$ cat config.mk
export PLATFORM = sky130hd
export DESIGN_NAME = transparent_run_length_encoder_unit
export DESIGN_NICKNAME = d
export VERILOG_FILES = /design/src/trle_pkg.sv /design/src/trle_pack.sv /design/src/trle_dp.sv /design/src/trle_ctrl.sv /design/src/transparent_run_length_encoder_unit.sv
export SDC_FILE = /design/constraint.sdc
export NUM_CORES = 2
export LEC_CHECK = 0
export ABC_AREA = 1
export BUFFER_PORTS_ARGS = -buffer_cell sky130_fd_sc_hd__buf_2
export CORE_UTILIZATION = 60
export CTS_BUF_LIST = sky130_fd_sc_hd__clkbuf_8
export CTS_CLUSTER_SIZE = 20
export DETAILED_ROUTE_END_ITERATION = 12
export PLACE_DENSITY = 0.82
export RECOVER_POWER = 50
export SLEW_MARGIN = 30
export SYNTH_ARGS = -nofsm -noshare
export SYNTH_HDL_FRONTEND = slang
export SYNTH_SLANG_ARGS = --single-unit
$ cat constraint.sdc
create_clock -name clk -period 9 [get_ports clk]
set_clock_uncertainty 0.15 [all_clocks]
set_input_delay 1.8 -clock clk [delete_from_list [all_inputs] [get_ports clk]]
set_output_delay 1.8 -clock clk [all_outputs]
set_load 0.02 [all_outputs]
$ cat src/trle_pkg.sv
// Shared types and constants for the transparent run-length encoder.
// Used by the packer, datapath, controller and top level; no dependencies.
`default_nettype none

package trle_pkg;

  // Field and storage widths fixed by the interface
  localparam int CfgW     = 11;
  localparam int PixW     = 8;
  localparam int LenW     = 22;
  localparam int Lanes    = 8;
  localparam int LitDepth = 127;
  localparam int LitIdxW  = 7;
  localparam int CntW     = 4;

  // Code bytes
  localparam logic [7:0] CODE_EOL       = 8'h80;
  localparam logic [7:0] CODE_SKIP_BASE = 8'h80;
  localparam logic [7:0] CODE_SKIP_FULL = 8'hFF;
  localparam logic [7:0] CODE_TERM      = 8'hEE;
  localparam logic [6:0] CHUNK          = 7'h7F;

  // Configuration register indexes
  localparam logic [0:0] REG_FRAME_WIDTH  = 1'b0;
  localparam logic [0:0] REG_FRAME_HEIGHT = 1'b1;

  // Byte source select for the packer
  localparam logic [2:0] SRC_SKIP      = 3'd0;
  localparam logic [2:0] SRC_LIT_COUNT = 3'd1;
  localparam logic [2:0] SRC_LIT_DATA  = 3'd2;
  localparam logic [2:0] SRC_EOL       = 3'd3;
  localparam logic [2:0] SRC_TERM      = 3'd4;

  // Controller to datapath commands
  typedef struct packed {
    logic       load_px;
    logic       zr_inc;
    logic       zr_sub;
    logic       zr_clear;
    logic       lit_write;
    logic       lit_adv;
    logic       lit_done;
    logic       col_inc;
    logic       col_clear;
    logic       row_inc;
    logic       row_clear;
    logic       frame_clear;
    logic       push;
    logic [2:0] src;
    logic       term_last;
    logic       close;
  } trle_cmd_t;

  // Datapath to controller status
  typedef struct packed {
    logic px_zero;
    logic lit_zero;
    logic lit_full_next;
    logic lit_full;
    logic lit_last;
    logic zr_zero;
    logic zr_ge_chunk;
    logic row_end;
    logic frame_end;
    logic push_ready;
  } trle_status_t;

endpackage

`default_nettype wire

$ cat src/trle_pack.sv
// Byte packer: gathers code bytes into 64-bit words and holds the output register.
// Depends on trle_pkg.
`default_nettype none

module trle_pack (
  input  wire logic                         clk,
  input  wire logic                         rst,
  input  wire logic                         push,
  input  wire logic [7:0]                   push_byte,
  input  wire logic                         push_done,
  input  wire logic [trle_pkg::LenW-1:0]    length,
  input  wire logic                         close,
  output logic                              push_ready,
  output logic                              code_valid,
  input  wire logic                         code_stall,
  output logic [8*trle_pkg::Lanes-1:0]      code_bytes,
  output logic [trle_pkg::CntW-1:0]         byte_count,
  output logic                              frame_done,
  output logic [trle_pkg::LenW-1:0]         frame_length
);
  import trle_pkg::*;

  logic [8*Lanes-1:0] acc_data, acc_data_next, base_data;
  logic [CntW-1:0]    acc_cnt, acc_cnt_next, base_cnt;
  logic               acc_closed, acc_closed_next;
  logic               acc_done, acc_done_next;
  logic [LenW-1:0]    acc_len, acc_len_next;
  logic               xfer;

  // Move a closed word into the output register when it is free
  assign xfer       = acc_closed && (!code_valid || !code_stall);
  assign push_ready = !acc_closed || xfer;

  // Accumulator next value
  always_comb begin
    base_data       = xfer ? '0 : acc_data;
    base_cnt        = xfer ? '0 : acc_cnt;
    acc_data_next   = base_data;
    acc_cnt_next    = base_cnt;
    acc_closed_next = xfer ? 1'b0 : acc_closed;
    acc_done_next   = xfer ? 1'b0 : acc_done;
    acc_len_next    = xfer ? '0 : acc_len;
    if (push) begin
      for (int i = 0; i < Lanes; i++) begin
        if (base_cnt == CntW'(i)) begin
          acc_data_next[8*i +: 8] = push_byte;
        end
      end
      acc_cnt_next    = base_cnt + CntW'(1);
      acc_closed_next = (base_cnt == CntW'(Lanes - 1)) || push_done;
      acc_done_next   = push_done;
      acc_len_next    = push_done ? length : '0;
    end else if (close && !acc_closed && (acc_cnt != '0)) begin
      acc_closed_next = 1'b1;
    end
  end

  always_ff @(posedge clk) begin
    if (rst) begin
      acc_data   <= '0;
      acc_cnt    <= '0;
      acc_closed <= 1'b0;
      acc_done   <= 1'b0;
      acc_len    <= '0;
    end else begin
      acc_data   <= acc_data_next;
      acc_cnt    <= acc_cnt_next;
      acc_closed <= acc_closed_next;
      acc_done   <= acc_done_next;
      acc_len    <= acc_len_next;
    end
  end

  // Output register
  always_ff @(posedge clk) begin
    if (rst) begin
      code_valid <= 1'b0;
    end else if (xfer) begin
      code_valid <= 1'b1;
    end else if (!code_stall) begin
      code_valid <= 1'b0;
    end
  end

  always_ff @(posedge clk) begin
    if (xfer) begin
      code_bytes   <= acc_data;
      byte_count   <= acc_cnt;
      frame_done   <= acc_done;
      frame_length <= acc_len;
    end
  end

endmodule

`default_nettype wire

$ cat src/trle_dp.sv
// Encoder datapath: config registers, position and run counters, literal memory.
// Depends on trle_pkg and trle_pack.
`default_nettype none

module trle_dp #(
  parameter int MAX_WIDTH  = 1024,
  parameter int MAX_HEIGHT = 1024
) (
  input  wire logic                         clk,
  input  wire logic                         rst,
  input  wire logic [trle_pkg::PixW-1:0]    pixel,
  input  wire logic                         cfg_write,
  input  wire logic [0:0]                   cfg_index,
  input  wire logic [trle_pkg::CfgW-1:0]    cfg_data,
  input  wire trle_pkg::trle_cmd_t          cmd,
  output trle_pkg::trle_status_t            status,
  output logic                              code_valid,
  input  wire logic                         code_stall,
  output logic [8*trle_pkg::Lanes-1:0]      code_bytes,
  output logic [trle_pkg::CntW-1:0]         byte_count,
  output logic                              frame_done,
  output logic [trle_pkg::LenW-1:0]         frame_length
);
  import trle_pkg::*;

  localparam int ColW   = $clog2(MAX_WIDTH + 1);
  localparam int RowW   = $clog2(MAX_HEIGHT + 1);
  localparam int WCmpW  = (ColW > CfgW) ? ColW : CfgW;
  localparam int HCmpW  = (RowW > CfgW) ? RowW : CfgW;
  localparam int ZcW    = (ColW > LitIdxW) ? ColW : LitIdxW;
  localparam logic [WCmpW-1:0] WidthMax  = WCmpW'(MAX_WIDTH);
  localparam logic [HCmpW-1:0] HeightMax = HCmpW'(MAX_HEIGHT);

  logic [CfgW-1:0]    frame_width, frame_height;
  logic [PixW-1:0]    px;
  logic [ColW-1:0]    column;
  logic [RowW-1:0]    row_count;
  logic [ColW-1:0]    zero_run;
  logic [LitIdxW-1:0] lit_count, lit_idx, rd_addr;
  logic [LenW-1:0]    bytes_emitted;
  logic [PixW-1:0]    lit_mem [LitDepth];
  logic [PixW-1:0]    lit_rd;

  logic [WCmpW-1:0]   width_eff, width_ext;
  logic [HCmpW-1:0]   height_eff, height_ext;
  logic [ZcW-1:0]     zr_ext;
  logic [7:0]         push_byte;
  logic               push_ready;

  // Configuration registers
  always_ff @(posedge clk) begin
    if (rst) begin
      frame_width  <= CfgW'(8);
      frame_height <= CfgW'(8);
    end else if (cfg_write) begin
      case (cfg_index)
        REG_FRAME_WIDTH:  frame_width  <= cfg_data;
        REG_FRAME_HEIGHT: frame_height <= cfg_data;
        default: ;
      endcase
    end
  end

  // Clamp the dimensions to 1..max
  always_comb begin
    width_ext  = WCmpW'(frame_width);
    height_ext = HCmpW'(frame_height);
    if (frame_width == '0) begin
      width_eff = WCmpW'(1);
    end else if (width_ext > WidthMax) begin
      width_eff = WidthMax;
    end else begin
      width_eff = width_ext;
    end
    if (frame_height == '0) begin
      height_eff = HCmpW'(1);
    end else if (height_ext > HeightMax) begin
      height_eff = HeightMax;
    end else begin
      height_eff = height_ext;
    end
  end

  assign zr_ext = ZcW'(zero_run);

  // Status toward the controller
  always_comb begin
    status.px_zero       = (px == '0);
    status.lit_zero      = (lit_count == '0);
    status.lit_full_next = (lit_count == LitIdxW'(LitDepth - 1));
    status.lit_full      = (lit_count == CHUNK);
    status.lit_last      = ((lit_idx + LitIdxW'(1)) == lit_count);
    status.zr_zero       = (zero_run == '0);
    status.zr_ge_chunk   = (zr_ext >= ZcW'(CHUNK));
    status.row_end       = ((WCmpW'(column) + WCmpW'(1)) >= width_eff);
    status.frame_end     = ((HCmpW'(row_count) + HCmpW'(1)) >= height_eff);
    status.push_ready    = push_ready;
  end

  // Pixel register
  always_ff @(posedge clk) begin
    if (cmd.load_px) begin
      px <= pixel;
    end
  end

  // Position counters
  always_ff @(posedge clk) begin
    if (rst) begin
      column    <= '0;
      row_count <= '0;
    end else begin
      if (cmd.col_clear) begin
        column <= '0;
      end else if (cmd.col_inc) begin
        column <= column + ColW'(1);
      end
      if (cmd.row_clear) begin
        row_count <= '0;
      end else if (cmd.row_inc) begin
        row_count <= row_count + RowW'(1);
      end
    end
  end

  // Transparent run counter
  always_ff @(posedge clk) begin
    if (rst) begin
      zero_run <= '0;
    end else if (cmd.frame_clear || cmd.zr_clear) begin
      zero_run <= '0;
    end else if (cmd.zr_sub) begin
      zero_run <= ColW'(zr_ext - ZcW'(CHUNK));
    end else if (cmd.zr_inc) begin
      zero_run <= zero_run + ColW'(1);
    end
  end

  // Literal count and read index
  always_ff @(posedge clk) begin
    if (rst) begin
      lit_count <= '0;
      lit_idx   <= '0;
    end else begin
      if (cmd.lit_done || cmd.frame_clear) begin
        lit_count <= '0;
      end else if (cmd.lit_write) begin
        lit_count <= lit_count + LitIdxW'(1);
      end
      if (cmd.lit_done) begin
        lit_idx <= '0;
      end else if (cmd.lit_adv) begin
        lit_idx <= lit_idx + LitIdxW'(1);
      end
    end
  end

  // Literal memory: one write port, registered read that runs one entry ahead
  assign rd_addr = cmd.lit_adv ? (lit_idx + LitIdxW'(1)) : lit_idx;

  always_ff @(posedge clk) begin
    if (cmd.lit_write) begin
      lit_mem[lit_count] <= px;
    end
  end

  always_ff @(posedge clk) begin
    lit_rd <= lit_mem[rd_addr];
  end

  // Frame byte count; terminator bytes are not counted
  always_ff @(posedge clk) begin
    if (rst || cmd.frame_clear) begin
      bytes_emitted <= '0;
    end else if (cmd.push && (cmd.src != SRC_TERM)) begin
      bytes_emitted <= bytes_emitted + LenW'(1);
    end
  end

  // Select the code byte to push
  always_comb begin
    case (cmd.src)
      SRC_SKIP: begin
        if (status.zr_ge_chunk) begin
          push_byte = CODE_SKIP_FULL;
        end else begin
          push_byte = CODE_SKIP_BASE | {1'b0, LitIdxW'(zr_ext)};
        end
      end
      SRC_LIT_COUNT: push_byte = {1'b0, lit_count};
      SRC_LIT_DATA:  push_byte = lit_rd;
      SRC_EOL:       push_byte = CODE_EOL;
      SRC_TERM:      push_byte = CODE_TERM;
      default:       push_byte = '0;
    endcase
  end

  trle_pack u_pack (
    .clk          (clk),
    .rst          (rst),
    .push         (cmd.push),
    .push_byte    (push_byte),
    .push_done    (cmd.term_last),
    .length       (bytes_emitted),
    .close        (cmd.close),
    .push_ready   (push_ready),
    .code_valid   (code_valid),
    .code_stall   (code_stall),
    .code_bytes   (code_bytes),
    .byte_count   (byte_count),
    .frame_done   (frame_done),
    .frame_length (frame_length)
  );

endmodule

`default_nettype wire

$ cat src/trle_ctrl.sv
// Encoder controller: sequences skip, literal, end-of-line and terminator codes.
// Depends on trle_pkg.
`default_nettype none

module trle_ctrl (
  input  wire logic                   clk,
  input  wire logic                   rst,
  input  wire logic                   pixel_valid,
  output logic                        pixel_stall,
  input  wire trle_pkg::trle_status_t status,
  output trle_pkg::trle_cmd_t         cmd
);
  import trle_pkg::*;

  localparam logic [2:0] S_IDLE     = 3'd0;
  localparam logic [2:0] S_DECIDE   = 3'd1;
  localparam logic [2:0] S_SKIP     = 3'd2;
  localparam logic [2:0] S_LIT_CNT  = 3'd3;
  localparam logic [2:0] S_LIT_DATA = 3'd4;
  localparam logic [2:0] S_ROWCHK   = 3'd5;
  localparam logic [2:0] S_EOL      = 3'd6;
  localparam logic [2:0] S_TERM     = 3'd7;

  logic [2:0] state, state_next;
  logic       row_phase, row_phase_next;
  logic [1:0] term_cnt, term_cnt_next;
  logic       closing, closing_next;

  // Take a pixel only when idle and no partial word still needs closing
  assign pixel_stall = rst || (state != S_IDLE) || closing;

  always_comb begin
    cmd            = '0;
    state_next     = state;
    row_phase_next = row_phase;
    term_cnt_next  = term_cnt;
    closing_next   = 1'b0;
    case (state)
      S_IDLE: begin
        if (closing) begin
          cmd.close = 1'b1;
        end else if (pixel_valid) begin
          cmd.load_px = 1'b1;
          state_next  = S_DECIDE;
        end
      end
      S_DECIDE: begin
        if (status.px_zero) begin
          cmd.zr_inc = 1'b1;
          if (!status.lit_zero) begin
            row_phase_next = 1'b0;
            state_next     = S_LIT_CNT;
          end else if (status.row_end) begin
            state_next = S_EOL;
          end else begin
            cmd.col_inc = 1'b1;
            state_next  = S_IDLE;
          end
        end else begin
          cmd.lit_write = 1'b1;
          if (!status.zr_zero) begin
            state_next = S_SKIP;
          end else if (status.lit_full_next) begin
            row_phase_next = 1'b0;
            state_next     = S_LIT_CNT;
          end else if (status.row_end) begin
            row_phase_next = 1'b1;
            state_next     = S_LIT_CNT;
          end else begin
            cmd.col_inc = 1'b1;
            state_next  = S_IDLE;
          end
        end
      end
      // Emit full skips, then the remainder
      S_SKIP: begin
        cmd.src = SRC_SKIP;
        if (status.zr_zero) begin
          if (status.lit_full) begin
            row_phase_next = 1'b0;
            state_next     = S_LIT_CNT;
          end else begin
            state_next = S_ROWCHK;
          end
        end else if (status.push_ready) begin
          cmd.push = 1'b1;
          if (status.zr_ge_chunk) begin
            cmd.zr_sub = 1'b1;
          end else begin
            cmd.zr_clear = 1'b1;
          end
        end
      end
      S_LIT_CNT: begin
        cmd.src = SRC_LIT_COUNT;
        if (status.push_ready) begin
          cmd.push   = 1'b1;
          state_next = S_LIT_DATA;
        end
      end
      S_LIT_DATA: begin
        cmd.src = SRC_LIT_DATA;
        if (status.push_ready) begin
          cmd.push = 1'b1;
          if (status.lit_last) begin
            cmd.lit_done = 1'b1;
            state_next   = row_phase ? S_EOL : S_ROWCHK;
          end else begin
            cmd.lit_adv = 1'b1;
          end
        end
      end
      S_ROWCHK: begin
        if (status.row_end) begin
          if (!status.lit_zero) begin
            row_phase_next = 1'b1;
            state_next     = S_LIT_CNT;
          end else begin
            state_next = S_EOL;
          end
        end else begin
          cmd.col_inc  = 1'b1;
          closing_next = 1'b1;
          state_next   = S_IDLE;
        end
      end
      S_EOL: begin
        cmd.src = SRC_EOL;
        if (status.push_ready) begin
          cmd.push      = 1'b1;
          cmd.zr_clear  = 1'b1;
          cmd.col_clear = 1'b1;
          if (status.frame_end) begin
            cmd.row_clear = 1'b1;
            term_cnt_next = '0;
            state_next    = S_TERM;
          end else begin
            cmd.row_inc  = 1'b1;
            closing_next = 1'b1;
            state_next   = S_IDLE;
          end
        end
      end
      // Three terminator bytes; the last one closes the frame's final word
      S_TERM: begin
        cmd.src       = SRC_TERM;
        cmd.term_last = (term_cnt == 2'd2);
        if (status.push_ready) begin
          cmd.push = 1'b1;
          if (term_cnt == 2'd2) begin
            cmd.frame_clear = 1'b1;
            state_next      = S_IDLE;
          end else begin
            term_cnt_next = term_cnt + 2'd1;
          end
        end else begin
          cmd.term_last = 1'b0;
        end
      end
      default: begin
        state_next = S_IDLE;
      end
    endcase
  end

  always_ff @(posedge clk) begin
    if (rst) begin
      state     <= S_IDLE;
      row_phase <= 1'b0;
      term_cnt  <= '0;
      closing   <= 1'b0;
    end else begin
      state     <= state_next;
      row_phase <= row_phase_next;
      term_cnt  <= term_cnt_next;
      closing   <= closing_next;
    end
  end

endmodule

`default_nettype wire

$ cat src/transparent_run_length_encoder_unit.sv
// Transparent run-length encoder for one 8-bit sprite frame, pixels arriving bottom
// row first. A pixel that causes no code bytes is accepted, then decided in the
// controller. A pixel that causes code bytes is accepted and decided, pushes its
// bytes, then finishes a skip run if it had one, runs the row check after a skip or
// a literal flush that does not end the row, and closes a trailing partial word
// unless the frame ends. A full 8-byte word moves on with no bubble while the output
// is free. The literal memory is read one byte per cycle while the packer can take
// bytes; a literal chunk holds up to 127 pixels. Output stalls hold the byte
// sequencer. Configuration writes are taken in any cycle outside reset and should
// only be issued while the encoder is idle.
// Depends on trle_pkg, trle_ctrl and trle_dp.
`default_nettype none

module transparent_run_length_encoder_unit #(
  parameter int MAX_WIDTH  = 1024,
  parameter int MAX_HEIGHT = 1024
) (
  input  wire logic                         clk,
  input  wire logic                         rst,
  input  wire logic                         pixel_valid,
  output logic                              pixel_stall,
  input  wire logic [trle_pkg::PixW-1:0]    pixel,
  output logic                              code_valid,
  input  wire logic                         code_stall,
  output logic [8*trle_pkg::Lanes-1:0]      code_bytes,
  output logic [trle_pkg::CntW-1:0]         byte_count,
  output logic                              frame_done,
  output logic [trle_pkg::LenW-1:0]         frame_length,
  input  wire logic                         cfg_valid,
  output logic                              cfg_ready,
  input  wire logic [0:0]                   cfg_index,
  input  wire logic [trle_pkg::CfgW-1:0]    cfg_data
);
  import trle_pkg::*;

  trle_cmd_t    cmd;
  trle_status_t status;

  // Register writes are always accepted outside reset
  assign cfg_ready = !rst;

  trle_ctrl u_ctrl (
    .clk         (clk),
    .rst         (rst),
    .pixel_valid (pixel_valid),
    .pixel_stall (pixel_stall),
    .status      (status),
    .cmd         (cmd)
  );

  trle_dp #(
    .MAX_WIDTH  (MAX_WIDTH),
    .MAX_HEIGHT (MAX_HEIGHT)
  ) u_dp (
    .clk          (clk),
    .rst          (rst),
    .pixel        (pixel),
    .cfg_write    (cfg_valid && cfg_ready),
    .cfg_index    (cfg_index),
    .cfg_data     (cfg_data),
    .cmd          (cmd),
    .status       (status),
    .code_valid   (code_valid),
    .code_stall   (code_stall),
    .code_bytes   (code_bytes),
    .byte_count   (byte_count),
    .frame_done   (frame_done),
    .frame_length (frame_length)
  );

endmodule

`default_nettype wire
==> impl_metrics.ini <==
[synthesis]
synthMuxAreaShare_pct = 0
synth_cell_type_count = 46
synth.most_common_cell = nand2_1
synth-async-reset-ratio_pct = 0
synthSimpleGateAreaFrac_pct = 21.1
ys_seq_area_share_pct = 65.4
ys_top_cells_by_area = edfxtp_1 (58%), nand3_1 (9.2%), nand2_1 (9.2%)
synth_top_family_by_area = simple AND/OR/NAND/NOR gates
synth_common_cells = nand2_1 (1397), edfxtp_1 (1115), nand3_1 (1053)
synth-edff-count = 1115
synth_cells = 5829
synthXorXnorAreaFrac_pct = 0.367
post-synth-top-area-fraction_pct = 58.5
synthAdderAreaFrac_pct = 0.786
synth_warnings = 0
syn_avg_cell_area_um2 = 9.83
ys_seq_elements = 1314
netlist_area_mm2 = 0.0573
synth_compound_gate_area_share_pct = 2.96
yosysTopAreaCell = edfxtp_1
dominantRegCellSynth = edfxtp_1
synthesis.nets = 5890

[cts]
clk_pin_slew_ps = 70
post-cts-setup-buffers = 0
htree_levels = 4
clock_latency_ps = 910
max-clock-path-buffers = 3
cts-buffers-inserted = 201
cts_tree = built
cts.repair.resized = 0
postCtsHoldBufs = 0
cts.sinks = 1314
root_buffer = clkbuf_8

[layout]
drive_gt1_share_pct = 7.28
fin_cells = 7358
final_util_pct = 66.4
nFillCells = 6940
areaGrowthSynthToFinish_pct = 8.83
fin_nets = 5996

[route]
vias = 42400
wl_per_cell_um = 20.5
wirelength_um = 151000
drt_iter0_drc = 6332
vias_per_cell = 5.76
first_pass_iters = 9
drtAntennaViolNets = 0
drc = 0

[grt]
antenna_found_initial = 6
grt_usage_pct = 30.9
grt_max_degree = 172
grt_pass1_vias = 40600
grt_pass1_wl_um = 230000
gr-total-overflow = 0

[die]
start_util_pct = 61.0
ios = 119
core_mm2 = 0.0939
die_w_um = 311
rows = 112
dieArea_mm2 = 0.0967
die_y_um = 311

[outcome]
outcome = finished with violations
violations = capacitance limit, slew limit

[timing]
tightestPinTransition_ps = 4780
hold_slack_ps = 278
finalHoldViolCount = 0
slew_headroom_pct = -219
timing.final.crit_share_pct = 77.0
max_freq_mhz = 144
drv_slew = 1182
tns_ps = 0
fin_crit_ps = 6930
finalSetupViolCount = 0
rsz0062_at_grt = false

[setup_path]
max_stage_delay_ps = 1570
critical_path_class = input pin to primary output
path_cells = buf_2 > clkbuf_1 > inv_2 > buf_4 > nand3_1 > buf_2
cp_data_arrival_time_ps = 4980
start_kind = input pin
critPathCaptureType = primary output
path_common_cell = buf_2
crit_fanout = 63
crit_buf_inv = 5
cp_slowest_cell = clkbuf_1
required_ps = 7050
critPathTopFamily = buffers and inverters

[power]
p_per_area_mw_per_mm2 = 226
vdd_drop_max_mv = 0.245
p_leak_nw = 25.8

[min_path]
hold_class = flop to flop

[run]
maxCapViolations = 20

[place]
dp_hpwl_um = 88000
gp_congestion = 0.942
placedCellCount = 6982
io_buffer_count = 118
power breakdown:
group	internal [mW]	total, mW	switching, mW	leakage [nW]
registers	6.97	7.06	0.0852	11.6
logic	0.574	2.46	1.89	12.1
clock network	2.23	4.60	2.37	2.12
total	9.78	14.1	4.34	25.8
layout make-up:
cell class / count / area, µm² / area share, %
clock inverters: 164 / 845 / 1.35
repair buffers: 179 / 1090 / 1.74
clock buffers: 206 / 2840 / 4.55
well taps: 1254 / 1570 / 2.52
diodes: 2 / 5.00 / 0.00803
inverters: 1064 / 4010 / 6.43
multi-input cells: 3175 / 14500 / 23.3
flip-flops and latches: 1314 / 37500 / 60.1
path summary, 6_finish.rpt:
kind                                                   startpoint                                   to  slack [ps]  cells after the start
worst max-delay path                                          rst                          pixel_stall        2070                      6
worst min-delay path            u_dp.u_pack.acc_cnt[0]$_SDFF_PP0_  u_dp.u_pack.byte_count[0]$_DFFE_PP_         280                      0
worst max register to register               u_dp.px[7]$_DFFE_PP_       u_dp.lit_mem[122][1]$_DFFE_PP_        2260                     10
worst min register to register  u_dp.u_pack.acc_cnt[0]$_SDFF_PP0_  u_dp.u_pack.byte_count[0]$_DFFE_PP_         280                      0
sequential cells by signal (all words and copies together), names as in the netlist, 2 cells and up:
register                  count
u_dp.u_pack.byte_count        4
u_ctrl.state                  3
u_dp.row_count               11
u_dp.lit_idx                  7
u_dp.u_pack.code_bytes       64
u_dp.lit_rd                   8
u_dp.column                  11
u_dp.lit_mem               1016
u_dp.px                       8
u_dp.u_pack.acc_len          22
u_dp.bytes_emitted           22
u_dp.frame_height            11
u_dp.u_pack.acc_data         64
u_dp.u_pack.acc_cnt           4
u_dp.zero_run                11
u_dp.lit_count                7
u_dp.frame_width             11
u_ctrl.term_cnt               2
u_dp.u_pack.frame_length     22
per-stage QoR:
stage                     cell area [µm²]  power (mW)  setup slack [ps]
after floorplan                     57300        8.70              1150
after global placement              58700        9.46              2890
after detailed placement            58700        9.52              2860
after CTS                           62400        14.0              3500
after global routing                62300        14.6              1750
final                               62300        14.1              2070
layer usage:
| layer | up-vias | track usage, % | wire length (µm) |
|---|---|---|---|
| met2 | 2766 | 48.0 | 68900 |
| met5 | - | 0 | 40 |
| met1 | 19700 | 40.1 | 55400 |
| met4 | 6 | 17.9 | 9180 |
| met3 | 594 | 7.18 | 17400 |
| li1 | 19300 | - | - |
logic make-up after synthesis:
logic type	count (synthesis)
flops	1314
buf+inv	1340
compound gates	317
simple gates	2798
fa+ha+maj	36
xor+xnor	24
placed cells by master (no fill, tap or decap), types with 4 or more instances in the layout:
master,n
o2111ai_1,4
nor3b_1,5
buf_4,28
dfxtp_1,199
nor4_1,15
nor2_2,7
nand3_1,1053
xor2_1,16
o21ai_0,122
clkbuf_8,208
nand4_1,29
nor3_1,31
clkinvlp_4,6
xnor2_1,8
inv_8,6
nand2_1,1397
clkinv_1,58
inv_1,1116
clkbuf_1,24
clkinv_2,24
edfxtp_1,1115
buf_12,7
buf_2,116
a211oi_1,12
a21oi_1,157
nor2_1,244
ha_1,36
inv_2,6
Power figures use the tool's default switching activity.
